`config.mk`:
```
export PLATFORM = sky130hd
export DESIGN_NAME = bounded_queue_with_match_remove_top
export DESIGN_NICKNAME = d
export VERILOG_FILES = /design/src/qmr_pkg.sv /design/src/qmr_ctrl.sv /design/src/qmr_dp.sv /design/src/bounded_queue_with_match_remove_top.sv
export SDC_FILE = /design/constraint.sdc
export NUM_CORES = 1
export LEC_CHECK = 0
export ABC_CLOCK_PERIOD_IN_PS = 5900
export BUFFER_PORTS_ARGS = -buffer_cell sky130_fd_sc_hd__buf_2
export CAP_MARGIN = 20
export CORE_ASPECT_RATIO = 0.8
export CORE_MARGIN = 4
export CORE_UTILIZATION = 63
export CTS_CLUSTER_SIZE = 10
export DETAILED_ROUTE_END_ITERATION = 7
export GPL_ROUTABILITY_DRIVEN = 0
export PLACE_DENSITY = 0.79
export SLEW_MARGIN = 30
export SYNTH_ARGS = -nofsm -noshare
export SYNTH_HDL_FRONTEND = slang
export SYNTH_SLANG_ARGS = --single-unit
```
`constraint.sdc`:
```
create_clock -name clock -period 5.9 [get_ports clock]
set_clock_uncertainty 0.2 [all_clocks]
set_input_delay 1.18 -clock clock [delete_from_list [all_inputs] [get_ports clock]]
set_output_delay 1.18 -clock clock [all_outputs]
set_load 0.005 [all_outputs]
```
`src/qmr_pkg.sv`:
```
// Shared types and constants of the bounded queue with match removal.
package qmr_pkg;

   localparam int DEPTH_DEF      = 16;
   localparam int WORD_WIDTH_DEF = 32;
   localparam int DATA_W         = 32;
   localparam int CAP_W          = 5;
   localparam int OCC_W          = 5;
   localparam logic [CAP_W-1:0] CAP_RESET = CAP_W'(16);

   typedef enum logic [1:0] {
      OP_PUSH   = 2'd0,
      OP_PEEK   = 2'd1,
      OP_POP    = 2'd2,
      OP_REMOVE = 2'd3
   } op_type;

   typedef enum logic [1:0] {
      ST_OK      = 2'd0,
      ST_FULL    = 2'd1,
      ST_EMPTY   = 2'd2,
      ST_NOMATCH = 2'd3
   } status_type;

   typedef struct packed {
      op_type            cmd;
      logic [DATA_W-1:0] data;
   } req_type;

   typedef struct packed {
      status_type        status;
      logic [DATA_W-1:0] word;
      logic [OCC_W-1:0]  occupancy;
   } rsp_type;

   typedef enum logic {
      S_IDLE = 1'b0,
      S_SCAN = 1'b1
   } state_type;

   // controller -> datapath
   typedef struct packed {
      logic exec;         // one-cycle command on the accepted item
      logic scan_start;   // capture key and match vector
      logic scan_step;    // advance the search by one entry
      logic scan_finish;  // close the search and load the result
   } ctl_type;

   // datapath -> controller
   typedef struct packed {
      logic out_free;     // result register empty or draining
      logic scan_hit;     // entry at the search position matches
      logic scan_end;     // search position reached the count
   } dp_status_type;

endpackage

```
`src/qmr_ctrl.sv`:
```
// Controller state machine: input handshake and match search sequencing.
module qmr_ctrl (
   input  logic                  clock,
   input  logic                  reset,
   input  logic                  req_valid,
   input  qmr_pkg::op_type       req_op,
   input  qmr_pkg::dp_status_type dp_status,
   output logic                  req_stall,
   output qmr_pkg::ctl_type      ctl
);
   import qmr_pkg::*;

   state_type state_ff;
   state_type state_in;
   logic      accept;
   logic      scan_done;

   assign req_stall = !((state_ff == S_IDLE) && dp_status.out_free);
   assign accept    = req_valid && !req_stall;
   assign scan_done = dp_status.scan_hit || dp_status.scan_end;

   always_comb begin
      state_in = state_ff;
      unique case (state_ff)
         S_IDLE: begin
            if (accept && (req_op == OP_REMOVE)) state_in = S_SCAN;
         end
         S_SCAN: begin
            if (scan_done && dp_status.out_free) state_in = S_IDLE;
         end
         default: state_in = S_IDLE;
      endcase
   end

   always_comb begin
      ctl = '0;
      unique case (state_ff)
         S_IDLE: begin
            ctl.exec       = accept && (req_op != OP_REMOVE);
            ctl.scan_start = accept && (req_op == OP_REMOVE);
         end
         S_SCAN: begin
            ctl.scan_step   = !scan_done;
            ctl.scan_finish = scan_done && dp_status.out_free;
         end
         default: ctl = '0;
      endcase
   end

   always_ff @(posedge clock) begin
      if (reset) begin
         state_ff <= S_IDLE;
      end else begin
         state_ff <= state_in;
      end
   end

   a_scan_blocks_input: assert property (@(posedge clock) disable iff (reset)
      (state_ff == S_SCAN) |-> req_stall)
      else $error("input taken during match search");

   a_remove_enters_scan: assert property (@(posedge clock) disable iff (reset)
      (accept && (req_op == OP_REMOVE)) |=> (state_ff == S_SCAN))
      else $error("remove did not start a search");

endmodule

```
`src/qmr_dp.sv`:
```
// Datapath: entry cells, count, capacity, match vector and result register.
module qmr_dp #(
   parameter int DEPTH      = qmr_pkg::DEPTH_DEF,
   parameter int WORD_WIDTH = qmr_pkg::WORD_WIDTH_DEF
) (
   input  logic                         clock,
   input  logic                         reset,
   input  qmr_pkg::req_type             req_item,
   input  qmr_pkg::ctl_type             ctl,
   input  logic                         csr_write,
   input  logic [qmr_pkg::CAP_W-1:0]    csr_data,
   input  logic                         rsp_stall,
   output logic                         rsp_valid,
   output qmr_pkg::rsp_type             rsp_item,
   output qmr_pkg::dp_status_type       dp_status
);
   import qmr_pkg::*;

   localparam int CW   = $clog2(DEPTH + 1);
   localparam int CMPW = (CW > CAP_W) ? CW : CAP_W;
   localparam logic [CW-1:0] DEPTH_C = CW'(DEPTH);

   logic [WORD_WIDTH-1:0] cells_ff [DEPTH];
   logic [WORD_WIDTH-1:0] cells_in [DEPTH];
   logic [CW-1:0]         count_ff, count_in;
   logic [CAP_W-1:0]      capacity_ff;
   logic [WORD_WIDTH-1:0] key_ff;
   logic [DEPTH-1:0]      mvec_ff, mvec_in;
   logic [CW-1:0]         pos_ff, pos_in;
   rsp_type               rsp_ff, rsp_in;
   logic                  rsp_valid_ff, rsp_valid_in;

   logic                  rsp_load;
   logic                  push_en;
   logic                  shift_en;
   logic [CW-1:0]         shift_pos;
   logic                  push_ok;
   logic [WORD_WIDTH-1:0] req_word;

   assign req_word = WORD_WIDTH'(req_item.data);
   assign push_ok  = (CMPW'(count_ff) < CMPW'(capacity_ff)) && (count_ff < DEPTH_C);

   assign dp_status.out_free = !rsp_valid_ff || !rsp_stall;
   assign dp_status.scan_hit = mvec_ff[0];
   assign dp_status.scan_end = (pos_ff == count_ff);

   // command decode and result formation
   always_comb begin
      count_in  = count_ff;
      rsp_load  = 1'b0;
      rsp_in    = '0;
      push_en   = 1'b0;
      shift_en  = 1'b0;
      shift_pos = '0;
      if (ctl.exec) begin
         rsp_load = 1'b1;
         unique case (req_item.cmd) inside
            OP_PUSH: begin
               if (push_ok) begin
                  push_en       = 1'b1;
                  count_in      = count_ff + CW'(1);
                  rsp_in.status = ST_OK;
               end else begin
                  rsp_in.status = ST_FULL;
               end
            end
            OP_PEEK, OP_POP: begin
               if (count_ff == '0) begin
                  rsp_in.status = ST_EMPTY;
               end else begin
                  rsp_in.status = ST_OK;
                  rsp_in.word   = DATA_W'(cells_ff[0]);
                  if (req_item.cmd == OP_POP) begin
                     shift_en = 1'b1;
                     count_in = count_ff - CW'(1);
                  end
               end
            end
            default: rsp_in.status = ST_NOMATCH;
         endcase
      end else if (ctl.scan_finish) begin
         rsp_load = 1'b1;
         if (mvec_ff[0]) begin
            rsp_in.status = ST_OK;
            rsp_in.word   = DATA_W'(key_ff);
            shift_en      = 1'b1;
            shift_pos     = pos_ff;
            count_in      = count_ff - CW'(1);
         end else begin
            rsp_in.status = ST_NOMATCH;
         end
      end
      rsp_in.occupancy = OCC_W'(count_in);
   end

   // each cell loads at the tail on push; all but the last take their neighbour on close-up
   for (genvar g = 0; g < DEPTH; g++) begin : g_cell
      if (g < DEPTH - 1) begin : g_mid
         always_comb begin
            cells_in[g] = cells_ff[g];
            if (push_en && (count_ff == CW'(g))) begin
               cells_in[g] = req_word;
            end else if (shift_en && (CW'(g) >= shift_pos)) begin
               cells_in[g] = cells_ff[g+1];
            end
         end
      end else begin : g_last
         always_comb begin
            cells_in[g] = cells_ff[g];
            if (push_en && (count_ff == CW'(g))) cells_in[g] = req_word;
         end
      end
      always_ff @(posedge clock) begin
         cells_ff[g] <= cells_in[g];
      end
   end

   // search: parallel compare on start, then one bit per cycle from the head
   always_comb begin
      mvec_in = mvec_ff;
      pos_in  = pos_ff;
      if (ctl.scan_start) begin
         pos_in = '0;
         for (int i = 0; i < DEPTH; i++) begin
            mvec_in[i] = (cells_ff[i] == req_word) && (CW'(i) < count_ff);
         end
      end else if (ctl.scan_step) begin
         mvec_in = mvec_ff >> 1;
         pos_in  = pos_ff + CW'(1);
      end
   end

   always_comb begin
      if (rsp_load) rsp_valid_in = 1'b1;
      else          rsp_valid_in = rsp_valid_ff && rsp_stall;
   end

   always_ff @(posedge clock) begin
      if (reset) begin
         count_ff     <= '0;
         capacity_ff  <= CAP_RESET;
         rsp_valid_ff <= 1'b0;
      end else begin
         count_ff     <= count_in;
         rsp_valid_ff <= rsp_valid_in;
         if (csr_write) capacity_ff <= csr_data;
      end
   end

   always_ff @(posedge clock) begin
      mvec_ff <= mvec_in;
      pos_ff  <= pos_in;
      if (ctl.scan_start) key_ff <= req_word;
      if (rsp_load)       rsp_ff <= rsp_in;
   end

   assign rsp_valid = rsp_valid_ff;
   assign rsp_item  = rsp_ff;

   a_count_bound: assert property (@(posedge clock) disable iff (reset)
      count_ff <= DEPTH_C)
      else $error("count beyond depth");

   a_pos_bound: assert property (@(posedge clock) disable iff (reset)
      (ctl.scan_step || ctl.scan_finish) |-> (pos_ff <= count_ff))
      else $error("search ran past the count");

   a_occ_track: assert property (@(posedge clock) disable iff (reset)
      rsp_valid_ff |-> (rsp_ff.occupancy == OCC_W'(count_ff)))
      else $error("held result occupancy differs from count");

endmodule

```
`src/bounded_queue_with_match_remove_top.sv`:
```
// Top level of the bounded queue with match removal.
//
// Use:
//   req_ channel: one command per transfer (push, peek, pop, remove first
//   match) with a data word, taken when req_valid is high and req_stall low.
//   rsp_ channel: exactly one result per command (status, word, occupancy),
//   taken when rsp_valid is high and rsp_stall low.
//   csr_ channel: writes the capacity; csr_ready is always high. Write it only
//   while the queue is idle.
// Timing and throughput:
//   push, peek and pop finish in the accepting cycle; results appear in the
//   next cycle and a new command is taken every cycle while results drain.
//   Remove-match compares all entries at once on acceptance, then walks the
//   match vector one entry a cycle from the head, during which no command is
//   taken. The walk sets its rate.
// Reset (synchronous): the queue empties, capacity returns to 16, no result
//   is pending. Entry contents are not cleared; only held entries are read.
// Receiver stall: the result waits in its register; one more command may be
//   accepted only as that register drains, otherwise req_stall is raised.
module bounded_queue_with_match_remove_top #(
   parameter int DEPTH      = qmr_pkg::DEPTH_DEF,
   parameter int WORD_WIDTH = qmr_pkg::WORD_WIDTH_DEF
) (
   input  logic                      clock,
   input  logic                      reset,
   input  logic                      req_valid,
   output logic                      req_stall,
   input  qmr_pkg::req_type          req_item,
   output logic                      rsp_valid,
   input  logic                      rsp_stall,
   output qmr_pkg::rsp_type          rsp_item,
   input  logic                      csr_valid,
   output logic                      csr_ready,
   input  logic [qmr_pkg::CAP_W-1:0] csr_data
);
   import qmr_pkg::*;

   ctl_type       ctl;
   dp_status_type dp_status;

   // capacity register accepts a transfer on any cycle
   assign csr_ready = 1'b1;

   qmr_ctrl u_ctrl (
      .clock     (clock),
      .reset     (reset),
      .req_valid (req_valid),
      .req_op    (req_item.cmd),
      .dp_status (dp_status),
      .req_stall (req_stall),
      .ctl       (ctl)
   );

   qmr_dp #(
      .DEPTH      (DEPTH),
      .WORD_WIDTH (WORD_WIDTH)
   ) u_dp (
      .clock     (clock),
      .reset     (reset),
      .req_item  (req_item),
      .ctl       (ctl),
      .csr_write (csr_valid && csr_ready),
      .csr_data  (csr_data),
      .rsp_stall (rsp_stall),
      .rsp_valid (rsp_valid),
      .rsp_item  (rsp_item),
      .dp_status (dp_status)
   );

endmodule
```
==> results.tsv, run 1 <==
stage	metric	value	unit
setup_path	worst_ep_arrival_time	4.00	ns
clocking	cts_buffers	72	
hold_path	min-delay-path-class	reg -> reg	
timing	setup_ws	2.017	ns
pwr	internal_power	7.644	mW
yosys	netlist.area_leader.share	0.5431	
detailed_routing	drtIter0Drc	2681	
timing	hold_viol	0	
yosys	syn_area	0.03312	mm2
clocking	htree_num_levels	3	
final_layout	fin_area	0.03543	mm2
pwr	p_seq_frac	0.507	
run	drv_cap	0	
yosys	netlist-cell-type-count	70	
pwr	peakVddDrop	0.2459	mV
global_routing	global_route_wire_length_before_repair	130.3	mm
die	die_height	213.1	um
clocking	worstSkewPairLatency	0.62	ns
timing	fmax	257.6	MHz
global_routing	grt_start_max_net_pins	40	
yosys	synthTopCellsByArea	edfxtp_1, mux2_2, xor2_1, xnor2_1, mux2_4	
timing	worst_slew_pin_slew	1.032	ns
pwr	p_comb_frac	0.105	
place	setup_ws_pre_cts	1.502	ns
final_layout	finish.net_count	2372	
yosys	fraction_of_the_yosys_area_taken_by_sequential_cells	0.5534	
setup_path	ff2ff_setup_slack	2.02	ns
global_routing	grt_antenna_before_repair	3	
yosys	yosys_register_bits	616	
timing	grt_setup_unrepaired	false	
yosys	synthesis.area_per_instance	14.35	um2
pwr	cellPowerDensity	287.4	mW/mm2
pwr	p_sw	2.537	mW
clocking	cts.repair.resized	0	
timing	drv_slew	0	
die	die_w	264.3	um
clocking	clockBufferDepth	3	
detailed_routing	detail_route.first_pass.iterations	7	
clocking	clockRootBuffer	clkbuf_16	
timing	timing.final.crit_period	3.883	ns
place	post_dp_cell_area	0.03345	mm2
outcome	status	finished clean	
timing	final_worst_path_period_share	0.6581	
pwr	p_leak	12.11	nW
global_routing	grt_pass1_vias	19861	
timing	timing.final.setup_violations	0	
final_layout	area_growth	6.971	%
global_routing	grtUsageTotal	0.3117	
die	initial_core_util	0.6433	
final_layout	postLayoutCoreUtil	0.6881	
detailed_routing	vias	20155	
yosys	synth_top_flop_cell	edfxtp_1	
detailed_routing	route.detailed.drc	0	
pwr	switching_share	0.2492	
setup_path	timing_worst_setup_path_type	reg -> reg	
yosys	synth_enable_flop_cells	599	
global_routing	grt.overflow.total	0	
clocking	number_of_setup_buffers_added_after_cts	0	
die	floorplan.core_area	0.05148	mm2
yosys	asyncSetResetFlopFracSynth	0	
timing	worst_hold_slack	0.3236	ns
die	floorplan.rows	74	
clocking	cts_clock_pin_slew_for_the_worst_setup_and_hold_paths	0.05	ns
final_layout	drive_above_1_share	0.3022	
detailed_routing	finalWirelength	89.86	mm
final_layout	antenna_cells	0	
detailed_routing	antenna_violating_nets_post_route	0	
pwr	power.total	10.18	mW
final_layout	finalNonFillerCells	3020	
setup_path	setup.worst_path.end_class	register	
pwr	share_clk_of_total_power	0.387	
die	design.portCount	86	
place	dp_hpwl	60.95	mm
clocking	clock-sinks	616	
detailed_routing	route.detailed.wl_per_inst	29.75	um
setup_path	crit_path_start_kind	register	
timing	finalSetupTns	0	ns
die	die_area	0.05632	mm2
detailed_routing	viasPerCell	6.674	
timing	timing.max_slew.rel_slack	0.3105	
place	io_buffer_count	84	
yosys	syn_nets	2364	
place	numPlacedInstances	2925	
yosys	yosys_warnings	0	
yosys	yosys.area.top_type	edfxtp_1	
setup_path	worst-endpoint-required	6.02	ns
yosys	post_synth_inst_count	2307	
clocking	tritoncts_clock_tree	yes	
clocking	ctsHoldBuffers	0	
setup_path	crit_path_max_fanout	32	
-- power groups by stage --
stage	Combinational [mW]	Sequential (mW)	Clock (mW)
after detailed placement	1.04	5.24	0
after CTS	1.05	5.16	3.97
after floorplan	0.726	5.20	0
after global routing	1.13	5.17	4.17
after global placement	1.01	5.24	0
final	1.07	5.17	3.94
-- cell type report --
class,instances,area [um2]
Multi-Input combinational cell,1457,13310
Tap cell,684,855.8
Inverter,25,93.84
Fill cell,3494,16050
Sequential cell,616,18330
Clock buffer,88,1883
Clock inverter,7,90.09
Timing Repair Buffer,143,863.3
-- worst paths after layout --
path | startpoint | to | depth (start not counted)
worst max-delay path | u_dp.count_ff[1] | u_dp.cells_ff[1][97] | 8
worst min-delay path | u_dp.capacity_ff[0] | u_dp.capacity_ff[0] | 2
worst max register to register | u_dp.count_ff[1] | u_dp.cells_ff[1][97] | 8
worst min register to register | u_dp.capacity_ff[0] | u_dp.capacity_ff[0] | 2
-- Yosys cell counts (all sizes together) (9+ instances only) --
cell      n
edfxtp  599
mux2    475
xor2    266
xnor2   249
buf     118
clkbuf   91
nand4    82
nor4     76
nand2    46
a22o     36
nor2     31
a21oi    25
inv      25
o21ai    23
nand3    19
dfxtp    17
mux2i    15
nor3     14
ha       13
and4      9
-- sequential cells by signal, indices dropped and copies added (netlist names) --
register,cells
u_dp.pos_ff,5
u_dp.mvec_ff,16
u_dp.rsp_valid,1
u_ctrl.state_ff,1
u_dp.rsp_item,39
u_dp.key_ff,32
u_dp.capacity_ff,5
u_dp.cells_ff,512
u_dp.count_ff,5
-- worst max-delay path, cell delays in order (launching register included) --
cell	delay (ns)
dfxtp_1	0.33
buf_4	0.23
inv_1	0.27
ha_1	0.51
or4b_4	0.57
and4_1	0.39
a21oi_1	0.63
nand2_1	0.12
buf_4	0.30
-- per-layer routing --
metal / vias to the layer above / part of all wire / global-route usage
met5: - / 0.00026 / 0
met4: 6 / 0.031 / 0.09924
met3: 210 / 0.12 / 0.1028
met2: 1237 / 0.43 / 0.4573
met1: 10194 / 0.41 / 0.4458
li1: 8508 / - / -
-- cells by family (layout without fill, tap and decap cells) --
group                      count (synthesis)  in the layout  synth area share
other                                      1              1         0.0001132
xor gates and xnor gates                 515            515            0.1362
and+or+nand+nor                          308            308           0.05580
buffers and inverters                    234            263           0.04606
adders and majority gates                 13             13          0.004912
AOI/OAI and AO/OA                        130            130           0.02860
DFF                                      616            616            0.5534
muxes                                    490            490            0.1749
-- placed cells by master, fill, tap and decap left out, types with 24 or more instances in the layout --
cell type / synthesis / layout
a21oi_1: 24 / 24
a22o_1: 36 / 36
buf_2: 41 / 84
buf_4: 16 / 59
clkbuf_16: 0 / 73
edfxtp_1: 599 / 599
inv_1: 25 / 25
mux2_1: 28 / 28
mux2_2: 369 / 369
mux2_4: 78 / 78
nand2_1: 45 / 45
nand4_1: 80 / 80
nor2_1: 30 / 28
nor4_1: 76 / 75
xnor2_1: 249 / 249
xor2_1: 266 / 266
(Power assumes the default switching activity.)
==> run 2, diff against run 1 <==
--- a/config.mk
+++ b/config.mk
@@ -5,16 +5,16 @@
 export SDC_FILE = /design/constraint.sdc
 export NUM_CORES = 1
 export LEC_CHECK = 0
-export ABC_CLOCK_PERIOD_IN_PS = 5900
+export ABC_CLOCK_PERIOD_IN_PS = 3300
 export BUFFER_PORTS_ARGS = -buffer_cell sky130_fd_sc_hd__buf_2
 export CAP_MARGIN = 20
 export CORE_ASPECT_RATIO = 0.8
 export CORE_MARGIN = 4
-export CORE_UTILIZATION = 63
+export CORE_UTILIZATION = 57
 export CTS_CLUSTER_SIZE = 10
 export DETAILED_ROUTE_END_ITERATION = 7
 export GPL_ROUTABILITY_DRIVEN = 0
-export PLACE_DENSITY = 0.79
+export PLACE_DENSITY = 0.76
 export SLEW_MARGIN = 30
 export SYNTH_ARGS = -nofsm -noshare
 export SYNTH_HDL_FRONTEND = slang
==> constraint.sdc (replaced) <==
create_clock -name clock -period 3.3 [get_ports clock]
set_clock_uncertainty 0.2 [all_clocks]
set_input_delay 0.66 -clock clock [delete_from_list [all_inputs] [get_ports clock]]
set_output_delay 0.66 -clock clock [all_outputs]
set_load 0.005 [all_outputs]
==> results.tsv, run 2 (synthesis results as in run 1) <==
stage	metric	value	unit
clocking	cts_clock_pin_slew_for_the_worst_setup_and_hold_paths	0.06	ns
setup_path	setup.worst_path.end_class	register	
place	post_dp_cell_area	0.03466	mm2
final_layout	commonest_cells_after_routing_fill_and_taps_aside	edfxtp_1, mux2_2, xor2_1	
setup_path	critical_path_buf_inv_count	3	
clocking	ctsHoldBuffers	0	
final_layout	layout_commonest_cell	edfxtp_1	
detailed_routing	vias	20433	
setup_path	timing_worst_setup_path_type	reg -> reg	
final_layout	finish.net_count	2448	
timing	worst_hold_slack	0.07497	ns
die	floorplan.rows	78	
final_layout	multi_input_area	0.01333	mm2
detailed_routing	viasPerCell	6.444	
timing	timing.final.crit_period	3.057	ns
final_layout	number_of_flip_flops_in_the_largest_register	512	
final_layout	fin_area	0.03665	mm2
global_routing	grt_pass1_vias	20352	
final_layout	register_bank_with_the_most_flops	u_dp.cells_ff	
clocking	cts.repair.resized	0	
timing	drv_slew	0	
setup_path	worst_ep_arrival_time	3.21	ns
detailed_routing	antenna_violating_nets_post_route	0	
setup_path	timing.critical_path.slowest_cell_delay	0.53	ns
die	initial_core_util	0.5801	
final_layout	drive_above_1_share	0.3254	
final_layout	finalNonFillerCells	3171	
die	die_area	0.06204	mm2
timing	final_worst_path_period_share	0.9265	
die	die_height	223.6	um
timing	hold_viol	0	
timing	fmax	327.1	MHz
setup_path	crit_path_start_kind	register	
clocking	worstSkewPairLatency	0.61	ns
timing	timing.final.setup_violations	0	
place	setup_ws_pre_cts	0.1611	ns
clocking	clockBufferDepth	3	
die	die_w	277.5	um
die	floorplan.core_area	0.05709	mm2
clocking	number_of_setup_buffers_added_after_cts	0	
detailed_routing	detail_route.first_pass.iterations	6	
global_routing	grt_antenna_before_repair	4	
timing	worst_slew_pin_slew	0.8787	ns
setup_path	critical-path-slowest-cell	a21oi_1	
outcome	status	finished clean	
timing	grt_setup_unrepaired	false	
pwr	p_leak	12.66	nW
clocking	clockRootBuffer	clkbuf_16	
detailed_routing	route.detailed.wl_per_inst	28.88	um
global_routing	grtUsageTotal	0.2886	
final_layout	sequential_cell_area	0.01833	mm2
hold_path	min-delay-path-class	in -> reg	
pwr	peakVddDrop	0.4261	mV
run	drv_cap	0	
final_layout	area_growth	10.66	%
timing	finalSetupTns	0	ns
setup_path	crit_path_max_fanout	32	
die	design.portCount	86	
setup_path	critical_path.cell_chain	inv_1 > ha_1 > or4b_4 > and4_1 > buf_4 > a21oi_1 > nand2_1 > buf_12	
final_layout	final.fill_count	4059	
detailed_routing	finalWirelength	91.58	mm
clocking	tritoncts_clock_tree	yes	
global_routing	grt_start_max_net_pins	40	
clocking	cts_buffers	72	
place	numPlacedInstances	3077	
pwr	cellPowerDensity	502.1	mW/mm2
setup_path	worst-endpoint-required	3.45	ns
clocking	htree_num_levels	3	
global_routing	global_route_wire_length_before_repair	134.3	mm
place	dp_hpwl	64.49	mm
global_routing	grt.overflow.total	0	
place	io_buffer_count	84	
detailed_routing	drtIter0Drc	2765	
setup_path	timing.critical_path.max_delay_family	simple AND/OR/NAND/NOR gates	
clocking	clock-sinks	616	
timing	setup_ws	0.2426	ns
detailed_routing	route.detailed.drc	0	
timing	timing.max_slew.rel_slack	0.4142	
[run 2: cell count changes in the layout (fill, tap and decap cells not counted), sizes merged]
cell | previous run | this run
buf | 143 | 219
inv | 30 | 27
clkinvlp | 0 | 1
clkbuf | 88 | 87
diode | 0 | 2
[run 2: worst paths after layout]
kind,cells after the start,end,slack (ns),startpoint
worst max-delay path,8,u_dp.cells_ff[1][52],0.24,u_dp.count_ff[0]
worst min-delay path,3,u_dp.capacity_ff[4],0.07,csr_data[4]
worst max register to register,8,u_dp.cells_ff[1][52],0.24,u_dp.count_ff[0]
worst min register to register,2,u_dp.capacity_ff[3],0.32,u_dp.capacity_ff[3]
[run 2: metrics by stage]
step                  util  power, mW
finish              0.6419      18.40
CTS                 0.6418      18.41
global placement    0.6067      11.31
detailed placement  0.6072      11.37
floorplan                -      10.59
global route        0.6418      18.91
[run 2: report_power, final]
group          switching [mW]  internal (mW)
clock                    3.05           4.08
combinational            1.25          0.794
sequential              0.256           8.98
[run 2: metal layers]
| layer | vias to the layer above | track usage | share of wire |
|---|---|---|---|
| met5 | - | 0 | 0.00014 |
| met1 | 10353 | 0.4162 | 0.42 |
| li1 | 8664 | - | - |
| met4 | 2 | 0.08756 | 0.029 |
| met2 | 1214 | 0.4297 | 0.44 |
| met3 | 200 | 0.08086 | 0.11 |
[run 2: tightest hold or removal path: cells and delay by family]
family | cells | cell delay, ns
buffers and inverters | 1 | 0.07
AOI/OAI and AO/OA | 1 | 0.06
and+or+nand+nor | 1 | 0.04
[run 2: area by class of cell]
class                           count  share of cell area
Clock inverter                      5            0.001229
Inverter                           25            0.002561
Clock buffer                       87             0.05272
Tap cell                          760             0.02595
Sequential cell                   616              0.5001
Multi-Input combinational cell   1457              0.3636
Antenna cell                        2           0.0001366
Timing Repair Buffer              219             0.05367
